File: src/sha1md_pkg.sv
// ---------------------------------------------------------------------------
// sha1md_pkg
// Types and fixed constants of the SHA-1 digest block.
// ---------------------------------------------------------------------------
package sha1md_pkg;

    typedef logic [31:0] word_t;

    // Five working or chaining words, element 0 is a / H0.
    typedef logic [4:0][31:0] hash_t;

    typedef struct packed {
        logic       load;   // copy chaining words into the working words
        logic       step;   // run one round
        logic [6:0] rnd;    // round number of the current step
    } round_ctrl_t;

    localparam hash_t INIT_HASH = {32'hC3D2E1F0, 32'h10325476, 32'h98BADCFE,
                                   32'hEFCDAB89, 32'h67452301};

    localparam word_t K0 = 32'h5A827999;
    localparam word_t K1 = 32'h6ED9EBA1;
    localparam word_t K2 = 32'h8F1BBCDC;
    localparam word_t K3 = 32'hCA62C1D6;

    localparam logic [7:0] PAD_BYTE = 8'h80;
    localparam word_t      PAD_WORD = {PAD_BYTE, 24'h000000};

    localparam int unsigned LEN_POS_BITS = 448;
    localparam logic [3:0]  LEN_HI_INDEX = 4'(LEN_POS_BITS / 32);
    localparam logic [3:0]  LEN_LO_INDEX = 4'(LEN_POS_BITS / 32 + 1);

    localparam logic [6:0] LAST_ROUND  = 7'd79;
    localparam logic [6:0] SCHED_START = 7'd16;

endpackage

File: src/sha1md_buffer.sv
// ---------------------------------------------------------------------------
// sha1md_buffer
// 16-word block buffer: one write port, two registered read ports.
// ---------------------------------------------------------------------------
module sha1md_buffer (
    input  logic                clk,
    input  logic                wr_en,
    input  logic [3:0]          wr_addr,
    input  sha1md_pkg::word_t   wr_data,
    input  logic [3:0]          rd_a_addr,
    input  logic [3:0]          rd_b_addr,
    output sha1md_pkg::word_t   rd_a_data,
    output sha1md_pkg::word_t   rd_b_data
);

    sha1md_pkg::word_t mem [16];
    sha1md_pkg::word_t rd_a_reg;
    sha1md_pkg::word_t rd_b_reg;

    always_ff @(posedge clk)
    begin
        if (wr_en)
        begin
            mem[wr_addr] <= wr_data;
        end
        rd_a_reg <= mem[rd_a_addr];
        rd_b_reg <= mem[rd_b_addr];
    end

    assign rd_a_data = rd_a_reg;
    assign rd_b_data = rd_b_reg;

endmodule

File: src/sha1md_round.sv
// ---------------------------------------------------------------------------
// sha1md_round
// One SHA-1 round per step: message schedule from the buffer read ports,
// round function and the working words a..e.
// ---------------------------------------------------------------------------
module sha1md_round (
    input  logic                    clk,
    input  sha1md_pkg::round_ctrl_t ctrl,
    input  sha1md_pkg::hash_t       chain,
    input  sha1md_pkg::word_t       rd_a_data,
    input  sha1md_pkg::word_t       rd_b_data,
    output sha1md_pkg::word_t       sched_word,
    output sha1md_pkg::hash_t       work
);

    sha1md_pkg::hash_t work_reg;
    sha1md_pkg::word_t w_d1_reg;
    sha1md_pkg::word_t w_d2_reg;
    sha1md_pkg::word_t w_d3_reg;
    sha1md_pkg::word_t b_d1_reg;
    sha1md_pkg::word_t b_d2_reg;

    sha1md_pkg::word_t w_cur;
    sha1md_pkg::word_t w_mix;
    sha1md_pkg::word_t f_val;
    sha1md_pkg::word_t k_val;
    sha1md_pkg::word_t tmp;
    sha1md_pkg::word_t a_w;
    sha1md_pkg::word_t b_w;
    sha1md_pkg::word_t c_w;
    sha1md_pkg::word_t d_w;
    sha1md_pkg::word_t e_w;

    assign a_w = work_reg[0];
    assign b_w = work_reg[1];
    assign c_w = work_reg[2];
    assign d_w = work_reg[3];
    assign e_w = work_reg[4];

    // Port A holds w[t] in the first 16 rounds and w[t-8] after; port B
    // holds w[t-14], which two steps later is w[t-16].
    assign w_mix = w_d3_reg ^ rd_a_data ^ rd_b_data ^ b_d2_reg;
    assign w_cur = (ctrl.rnd < sha1md_pkg::SCHED_START)
                 ? rd_a_data : {w_mix[30:0], w_mix[31]};

    always_comb
    begin
        if (ctrl.rnd < 7'd20)
        begin
            f_val = (b_w & c_w) | (~b_w & d_w);
            k_val = sha1md_pkg::K0;
        end
        else if (ctrl.rnd < 7'd40)
        begin
            f_val = b_w ^ c_w ^ d_w;
            k_val = sha1md_pkg::K1;
        end
        else if (ctrl.rnd < 7'd60)
        begin
            f_val = (b_w & c_w) | (b_w & d_w) | (c_w & d_w);
            k_val = sha1md_pkg::K2;
        end
        else
        begin
            f_val = b_w ^ c_w ^ d_w;
            k_val = sha1md_pkg::K3;
        end
    end

    assign tmp = {a_w[26:0], a_w[31:27]} + f_val + e_w + k_val + w_cur;

    always_ff @(posedge clk)
    begin
        if (ctrl.load)
        begin
            work_reg <= chain;
        end
        else if (ctrl.step)
        begin
            work_reg[0] <= tmp;
            work_reg[1] <= a_w;
            work_reg[2] <= {b_w[1:0], b_w[31:2]};
            work_reg[3] <= c_w;
            work_reg[4] <= d_w;
            w_d1_reg    <= w_cur;
            w_d2_reg    <= w_d1_reg;
            w_d3_reg    <= w_d2_reg;
            b_d1_reg    <= rd_b_data;
            b_d2_reg    <= b_d1_reg;
        end
    end

    assign sched_word = w_cur;
    assign work       = work_reg;

endmodule

File: src/sha1_message_digest.sv
// ---------------------------------------------------------------------------
// sha1_message_digest
// SHA-1 digest of a byte message given as big-endian 32-bit words.
// ---------------------------------------------------------------------------
// Words are taken one per cycle, while data_ready is high, into a 16-word
// block buffer memory. The sixteenth word of a block starts a compression
// that holds data_ready low while it loads the working words, runs 80 rounds
// at one round per cycle (each round reads the buffer memory through its two
// read ports, and from round 16 on writes the new schedule word back) and
// folds the result into the chaining words. After the last word the block
// writes the pad, zero and length words one per cycle, pausing while it
// compresses (once or twice more), then presents the five digest
// words, H0 first, on consecutive handshakes; no word is taken meanwhile.
// An empty message is a last word with bytes_valid of zero.
module sha1_message_digest (
    input  logic        clk,
    input  logic        rst_n,
    input  logic        data_valid,
    output logic        data_ready,
    input  logic [31:0] data_word,
    input  logic [2:0]  bytes_valid,
    input  logic        last_word,
    output logic        digest_valid,
    input  logic        digest_ready,
    output logic [31:0] digest_word,
    output logic [2:0]  word_index,
    output logic        digest_end
);

    localparam logic [2:0] ST_IDLE  = 3'd0;
    localparam logic [2:0] ST_PAD   = 3'd1;
    localparam logic [2:0] ST_LOAD  = 3'd2;
    localparam logic [2:0] ST_ROUND = 3'd3;
    localparam logic [2:0] ST_FOLD  = 3'd4;
    localparam logic [2:0] ST_EMIT  = 3'd5;

    logic [2:0]        state_reg,    state_next;
    logic [3:0]        fill_reg,     fill_next;
    logic [63:0]       bit_len_reg,  bit_len_next;
    sha1md_pkg::hash_t chain_reg,    chain_next;
    logic [6:0]        rnd_reg,      rnd_next;
    logic              fin_reg,      fin_next;
    logic              pad_pend_reg, pad_pend_next;
    logic              hi_done_reg,  hi_done_next;
    logic              lo_done_reg,  lo_done_next;
    logic [2:0]        idx_reg,      idx_next;

    logic                    accept;
    logic [2:0]              nb_eff;
    sha1md_pkg::word_t       first_word;
    sha1md_pkg::word_t       pad_word;
    logic                    push_en;
    sha1md_pkg::word_t       push_data;
    logic                    sched_wr;
    logic                    wr_en;
    logic [3:0]              wr_addr;
    sha1md_pkg::word_t       wr_data;
    logic [6:0]              rnd_ahead;
    logic [3:0]              rd_a_addr;
    logic [3:0]              rd_b_addr;
    sha1md_pkg::word_t       rd_a_data;
    sha1md_pkg::word_t       rd_b_data;
    sha1md_pkg::word_t       sched_word;
    sha1md_pkg::hash_t       work;
    sha1md_pkg::round_ctrl_t rctrl;

    assign data_ready = (state_reg == ST_IDLE);
    assign accept     = data_valid && data_ready;

    // Clamp the byte count; only the last word may be partial.
    assign nb_eff = (!last_word || bytes_valid > 3'd4) ? 3'd4 : bytes_valid;

    always_comb
    begin
        case (nb_eff)
            3'd0:    first_word = sha1md_pkg::PAD_WORD;
            3'd1:    first_word = {data_word[31:24], sha1md_pkg::PAD_BYTE, 16'h0000};
            3'd2:    first_word = {data_word[31:16], sha1md_pkg::PAD_BYTE, 8'h00};
            3'd3:    first_word = {data_word[31:8], sha1md_pkg::PAD_BYTE};
            default: first_word = data_word;
        endcase
    end

    always_comb
    begin
        if (pad_pend_reg)
        begin
            pad_word = sha1md_pkg::PAD_WORD;
        end
        else if (fill_reg == sha1md_pkg::LEN_HI_INDEX)
        begin
            pad_word = bit_len_reg[63:32];
        end
        else if (fill_reg == sha1md_pkg::LEN_LO_INDEX && hi_done_reg)
        begin
            pad_word = bit_len_reg[31:0];
        end
        else
        begin
            pad_word = '0;
        end
    end

    assign push_en   = accept || (state_reg == ST_PAD);
    assign push_data = (state_reg == ST_PAD) ? pad_word : first_word;
    assign sched_wr  = (state_reg == ST_ROUND) && (rnd_reg >= sha1md_pkg::SCHED_START);

    assign wr_en   = push_en || sched_wr;
    assign wr_addr = sched_wr ? rnd_reg[3:0] : fill_reg;
    assign wr_data = sched_wr ? sched_word : push_data;

    // Issue the reads one round ahead of the round that uses them.
    assign rnd_ahead = (state_reg == ST_ROUND) ? rnd_reg + 7'd1 : 7'd0;
    assign rd_a_addr = (rnd_ahead < sha1md_pkg::SCHED_START)
                     ? rnd_ahead[3:0] : rnd_ahead[3:0] + 4'd8;
    assign rd_b_addr = rnd_ahead[3:0] + 4'd2;

    assign rctrl.load = (state_reg == ST_LOAD);
    assign rctrl.step = (state_reg == ST_ROUND);
    assign rctrl.rnd  = rnd_reg;

    sha1md_buffer u_buffer (
        .clk       (clk),
        .wr_en     (wr_en),
        .wr_addr   (wr_addr),
        .wr_data   (wr_data),
        .rd_a_addr (rd_a_addr),
        .rd_b_addr (rd_b_addr),
        .rd_a_data (rd_a_data),
        .rd_b_data (rd_b_data)
    );

    sha1md_round u_round (
        .clk        (clk),
        .ctrl       (rctrl),
        .chain      (chain_reg),
        .rd_a_data  (rd_a_data),
        .rd_b_data  (rd_b_data),
        .sched_word (sched_word),
        .work       (work)
    );

    always_comb
    begin
        state_next    = state_reg;
        fill_next     = fill_reg;
        bit_len_next  = bit_len_reg;
        chain_next    = chain_reg;
        rnd_next      = rnd_reg;
        fin_next      = fin_reg;
        pad_pend_next = pad_pend_reg;
        hi_done_next  = hi_done_reg;
        lo_done_next  = lo_done_reg;
        idx_next      = idx_reg;

        unique case (state_reg)
            ST_IDLE:
            begin
                if (accept)
                begin
                    bit_len_next  = bit_len_reg + {58'd0, nb_eff, 3'b000};
                    fill_next     = fill_reg + 4'd1;
                    pad_pend_next = last_word && (nb_eff == 3'd4);
                    fin_next      = last_word;
                    if (fill_reg == 4'hF)
                    begin
                        state_next = ST_LOAD;
                    end
                    else if (last_word)
                    begin
                        state_next = ST_PAD;
                    end
                end
            end
            ST_PAD:
            begin
                fill_next = fill_reg + 4'd1;
                if (pad_pend_reg)
                begin
                    pad_pend_next = 1'b0;
                end
                else if (fill_reg == sha1md_pkg::LEN_HI_INDEX)
                begin
                    hi_done_next = 1'b1;
                end
                else if (fill_reg == sha1md_pkg::LEN_LO_INDEX && hi_done_reg)
                begin
                    lo_done_next = 1'b1;
                end
                if (fill_reg == 4'hF)
                begin
                    state_next = ST_LOAD;
                end
            end
            ST_LOAD:
            begin
                rnd_next   = '0;
                state_next = ST_ROUND;
            end
            ST_ROUND:
            begin
                if (rnd_reg == sha1md_pkg::LAST_ROUND)
                begin
                    state_next = ST_FOLD;
                end
                else
                begin
                    rnd_next = rnd_reg + 7'd1;
                end
            end
            ST_FOLD:
            begin
                for (int i = 0; i < 5; i++)
                begin
                    chain_next[i] = chain_reg[i] + work[i];
                end
                if (lo_done_reg)
                begin
                    idx_next   = '0;
                    state_next = ST_EMIT;
                end
                else if (fin_reg)
                begin
                    state_next = ST_PAD;
                end
                else
                begin
                    state_next = ST_IDLE;
                end
            end
            ST_EMIT:
            begin
                if (digest_ready)
                begin
                    if (idx_reg == 3'd4)
                    begin
                        // Back to the initial value for the next message.
                        chain_next   = sha1md_pkg::INIT_HASH;
                        bit_len_next = '0;
                        fill_next    = '0;
                        fin_next     = 1'b0;
                        hi_done_next = 1'b0;
                        lo_done_next = 1'b0;
                        state_next   = ST_IDLE;
                    end
                    else
                    begin
                        idx_next = idx_reg + 3'd1;
                    end
                end
            end
            default:
            begin
                state_next = ST_IDLE;
            end
        endcase
    end

    always_ff @(posedge clk or negedge rst_n)
    begin
        if (!rst_n)
        begin
            state_reg    <= ST_IDLE;
            fill_reg     <= '0;
            bit_len_reg  <= '0;
            chain_reg    <= sha1md_pkg::INIT_HASH;
            rnd_reg      <= '0;
            fin_reg      <= 1'b0;
            pad_pend_reg <= 1'b0;
            hi_done_reg  <= 1'b0;
            lo_done_reg  <= 1'b0;
            idx_reg      <= '0;
        end
        else
        begin
            state_reg    <= state_next;
            fill_reg     <= fill_next;
            bit_len_reg  <= bit_len_next;
            chain_reg    <= chain_next;
            rnd_reg      <= rnd_next;
            fin_reg      <= fin_next;
            pad_pend_reg <= pad_pend_next;
            hi_done_reg  <= hi_done_next;
            lo_done_reg  <= lo_done_next;
            idx_reg      <= idx_next;
        end
    end

    assign digest_valid = (state_reg == ST_EMIT);
    assign digest_word  = chain_reg[idx_reg];
    assign word_index   = idx_reg;
    assign digest_end   = (idx_reg == 3'd4);

endmodule

File: config.mk
export PLATFORM = sky130hd
export DESIGN_NAME = sha1_message_digest
export DESIGN_NICKNAME = d
export VERILOG_FILES = /design/src/sha1md_pkg.sv /design/src/sha1md_buffer.sv /design/src/sha1md_round.sv /design/src/sha1_message_digest.sv
export SDC_FILE = /design/constraint.sdc
export NUM_CORES = 2
export LEC_CHECK = 0
export BUFFER_PORTS_ARGS = -buffer_cell sky130_fd_sc_hd__buf_2
export CAP_MARGIN = 20
export CORE_AREA = 2 2 326 328
export CTS_CLUSTER_SIZE = 8
export DETAILED_ROUTE_END_ITERATION = 10
export DIE_AREA = 0 0 328 330
export PLACE_DENSITY = 0.78
export SYNTH_ARGS = -nofsm -noshare
export SYNTH_HDL_FRONTEND = slang
export SYNTH_HIERARCHICAL = 1
export SYNTH_SLANG_ARGS = --single-unit
File: constraint.sdc
create_clock -name clk -period 10.7 [get_ports clk]
set_input_delay 2.14 -clock clk [delete_from_list [all_inputs] [get_ports clk]]
set_output_delay 2.14 -clock clk [all_outputs]
set_load 0.02 [all_outputs]
==> flow_summary.ini <==
[run]
maxCapViolations = 0

[global_route]
antenna_found_initial = 2
grt_pass1_wl_mm = 273
grt_overflow = 0
grt_pass1_vias = 43600
grtUsageTotal = 0.340
grt_start_max_net_pins = 161

[final_layout]
fin_nets = 5373
finalNonFillerCells = 6499
drive_gt1_frac = 0.176
diodes = 0
largest_reg_flops = 512
syn2layout_area_growth_pct = 11.0

[critical_path]
criticalPathCategory = reg -> reg
end_kind = register
worstPathMaxFanout = 38
crit_start = rnd_reg[5]$_DFFE_PN0P_
r2r_start = rnd_reg[5]$_DFFE_PN0P_
r2r_setup_slack_ps = 4180
crit_path_start_kind = register
worst_ep_required_time_ps = 11200
r2r_end = u_round/a_w[21]$_DFFE_PP_
r2r_cells = 23
worstPathArrival_ps = 7030

[yosys]
synth_edf_count = 832
yosysTopAreaCellShare = 0.400
synth_flop_cell = edfxtp_1
yosys_register_bits = 1138
synth_nets = 5284
seq_area_frac_synth = 0.520
synth_area_leader_cell = edfxtp_1
synthTopCellsByArea = edfxtp_1 (40%), mux4_2 (9.3%), dfrtp_1 (6.5%), ha_1 (4.6%), fa_1 (4.0%)
yosysWarnings = 6
synth_cell_types = 102
synthCells = 4888
async_flop_share = 0.213
synth_area_mm2 = 0.0624
syn_area_per_cell_um2 = 12.8

[hold_path]
whs_endpoint = u_round/w_d3_reg[12]$_DFFE_PP_
min_path_cells = 0
hp-start = u_round/w_d2_reg[12]$_DFFE_PP_
hold_class = reg -> reg

[clocking]
h-tree-depth = 4
hold_buffers = 0
clk_latency_ps = 800
cts.path.max_buffers = 3
cts.repair.resized = 0
cts_buffers = 160
tritoncts = done
clkTransAtPathRegs_ps = 50
cts_setup_buffers = 0
cts.sinks = 1138
root_buffer = clkbuf_16

[placement]
numPortBuffers = 77
hpwl_mm = 115
dp.cells = 6187
gp_congestion = 0.958

[routing]
first_iter_violations = 5848
firstDrtPassIters = 10
wl_per_cell_um = 28.4
vias_per_cell = 6.79
route.detailed.drc = 0
wirelength_mm = 184
vias = 44100
final_antenna_net_count = 0

[power]
leakage_nw = 26.3
p_per_area_mw_per_mm2 = 294
power.total_w = 0.0203
peakVddDrop_mv = 0.298

[timing]
tns_ps = 0
fmax_mhz = 153
rsz0062_at_grt = false
slew_headroom = 0.136
setup_viol = 0
period_minus_slack_ps = 6520
slew_violations = 0
tightest_slew_ps = 1300
fin_crit_sh = 0.610
hold_violations = 0
finClkSkew_ps = 51.3

[floorplan]
die-height_um = 330
io-pin-count = 78
die_w_um = 328
die-area_mm2 = 0.108
num_rows = 119
initial_core_util = 0.596
core-area_mm2 = 0.105

[status]
status = finished, final reports clean
## logic make-up (layout without fill, tap and decap cells)
family	after synthesis	after routing	share of synthesized area
xor gates and xnor gates	307	307	0.0433
AOI/OAI and AO/OA	1115	1115	0.115
and+or+nand+nor	1063	1063	0.0784
buffers and inverters	449	669	0.0292
muxes	460	460	0.128
adders and majority gates	356	356	0.0866
DFF	1138	1138	0.520
## final cells by class
| type | instances | area [um2] |
|---|---|---|
| inverters | 212 | 798 |
| well taps | 1391 | 1740 |
| flip-flops and latches | 1138 | 32400 |
| multi-input cells | 3301 | 28400 |
| clock inverters | 16 | 312 |
| repair buffers | 164 | 1110 |
| clock buffers | 277 | 4440 |
| fillers | 7249 | 35400 |
## per-layer routing
metal / global-route usage / routed length (um) / vias up
li1: - / - / 18700
met1: 0.446 / 67800 / 22000
met2: 0.537 / 85900 / 2855
met3: 0.0675 / 19200 / 586
met4: 0.185 / 11300 / 2
met5: 0 / 19 / -
## through the flow
step,hold WS (ps),setup slack [ps],instance area [um2],utilization
2_1_floorplan,400,1370,62400,-
4_1_cts,396,4250,69100,0.660
3_5_place_dp,405,4280,64300,0.614
6_report,402,4180,69200,0.661
5_1_grt,407,3700,69200,0.661
3_3_place_gp,401,4360,64300,0.614
## how the worst max path moves through the flow
stage	to
2_1_floorplan	u_round/b_d1_reg[0]$_DFFE_PP_
5_1_grt	u_round/a_w[21]$_DFFE_PP_
4_1_cts	u_round/a_w[21]$_DFFE_PP_
3_5_place_dp	u_round/a_w[21]$_DFFE_PP_
6_report	u_round/a_w[21]$_DFFE_PP_
3_3_place_gp	u_round/a_w[21]$_DFFE_PP_
## synth_stat cells, types with 9 or more instances
cell and count:
a22o_1 12, buf_1 38, mux2i_1 75, o21a_1 20, and3_1 19, o211ai_1 12, o22a_1 11, nand3_1 72
a221oi_1 18, dfstp_2 80, buf_4 19, and2_1 20, clkbuf_1 156, or2_2 9, dfrtp_1 162, a22oi_1 132
o21ai_0 246, a222oi_1 15, o32a_1 11, buf_2 20, inv_1 210, a21o_1 106, xor2_1 107, o32ai_1 18
nand2_1 360, a21oi_1 311, dfxtp_1 64, nand2b_1 26, a211oi_1 19, xnor2_1 199, o22ai_1 44, nor3_1 46
fa_1 126, mux2_2 128, ha_1 230, edfxtp_1 832, nand4_1 29, nor2_1 351, mux4_2 257, or3_1 23
a31oi_1 24, o21bai_1 37, nor2b_1 49
## where the power goes
group          internal [W]  switching [W]  total, W
combinational       0.00404        0.00533   0.00937
clock               0.00283        0.00202   0.00485
sequential          0.00547       0.000650   0.00612
## cells in the final DEF, fill, tap and decap left out, types with 44 or more instances in the layout
| cell type | synthesis | routed |
|---|---|---|
| edfxtp_1 | 832 | 832 |
| nand2_1 | 360 | 357 |
| nor2_1 | 351 | 331 |
| a21oi_1 | 311 | 311 |
| mux4_2 | 257 | 257 |
| o21ai_0 | 246 | 246 |
| ha_1 | 230 | 230 |
| inv_1 | 210 | 209 |
| xnor2_1 | 199 | 199 |
| clkbuf_16 | 0 | 160 |
| dfrtp_1 | 162 | 159 |
| a22oi_1 | 132 | 132 |
| mux2_2 | 128 | 128 |
| fa_1 | 126 | 126 |
| clkbuf_1 | 156 | 117 |
| xor2_1 | 107 | 107 |
| a21o_1 | 106 | 106 |
| buf_4 | 19 | 83 |
| dfstp_2 | 80 | 80 |
| buf_2 | 20 | 76 |
| mux2i_1 | 75 | 75 |
| nand3_1 | 72 | 72 |
| dfxtp_1 | 64 | 64 |
| nor2b_1 | 49 | 44 |
| o22ai_1 | 44 | 44 |
## critical path, cell delays in order, from the launching register on
cell and delay [ps]:
dfrtp_1 540, o21ai_1 200, or3_2 480, buf_4 320
nand2_1 160, buf_4 390, nor2_1 80, nor2_1 180
fa_1 440, inv_1 80, fa_1 420, fa_1 490
inv_1 40, ha_1 210, inv_1 90, fa_1 210
nor2b_1 70, o2111ai_1 230, nor3b_1 720, o41ai_1 270
a21o_1 240, a21oi_1 170, xor2_1 150, o21ai_0 80
Power figures use the tool's default switching activity.
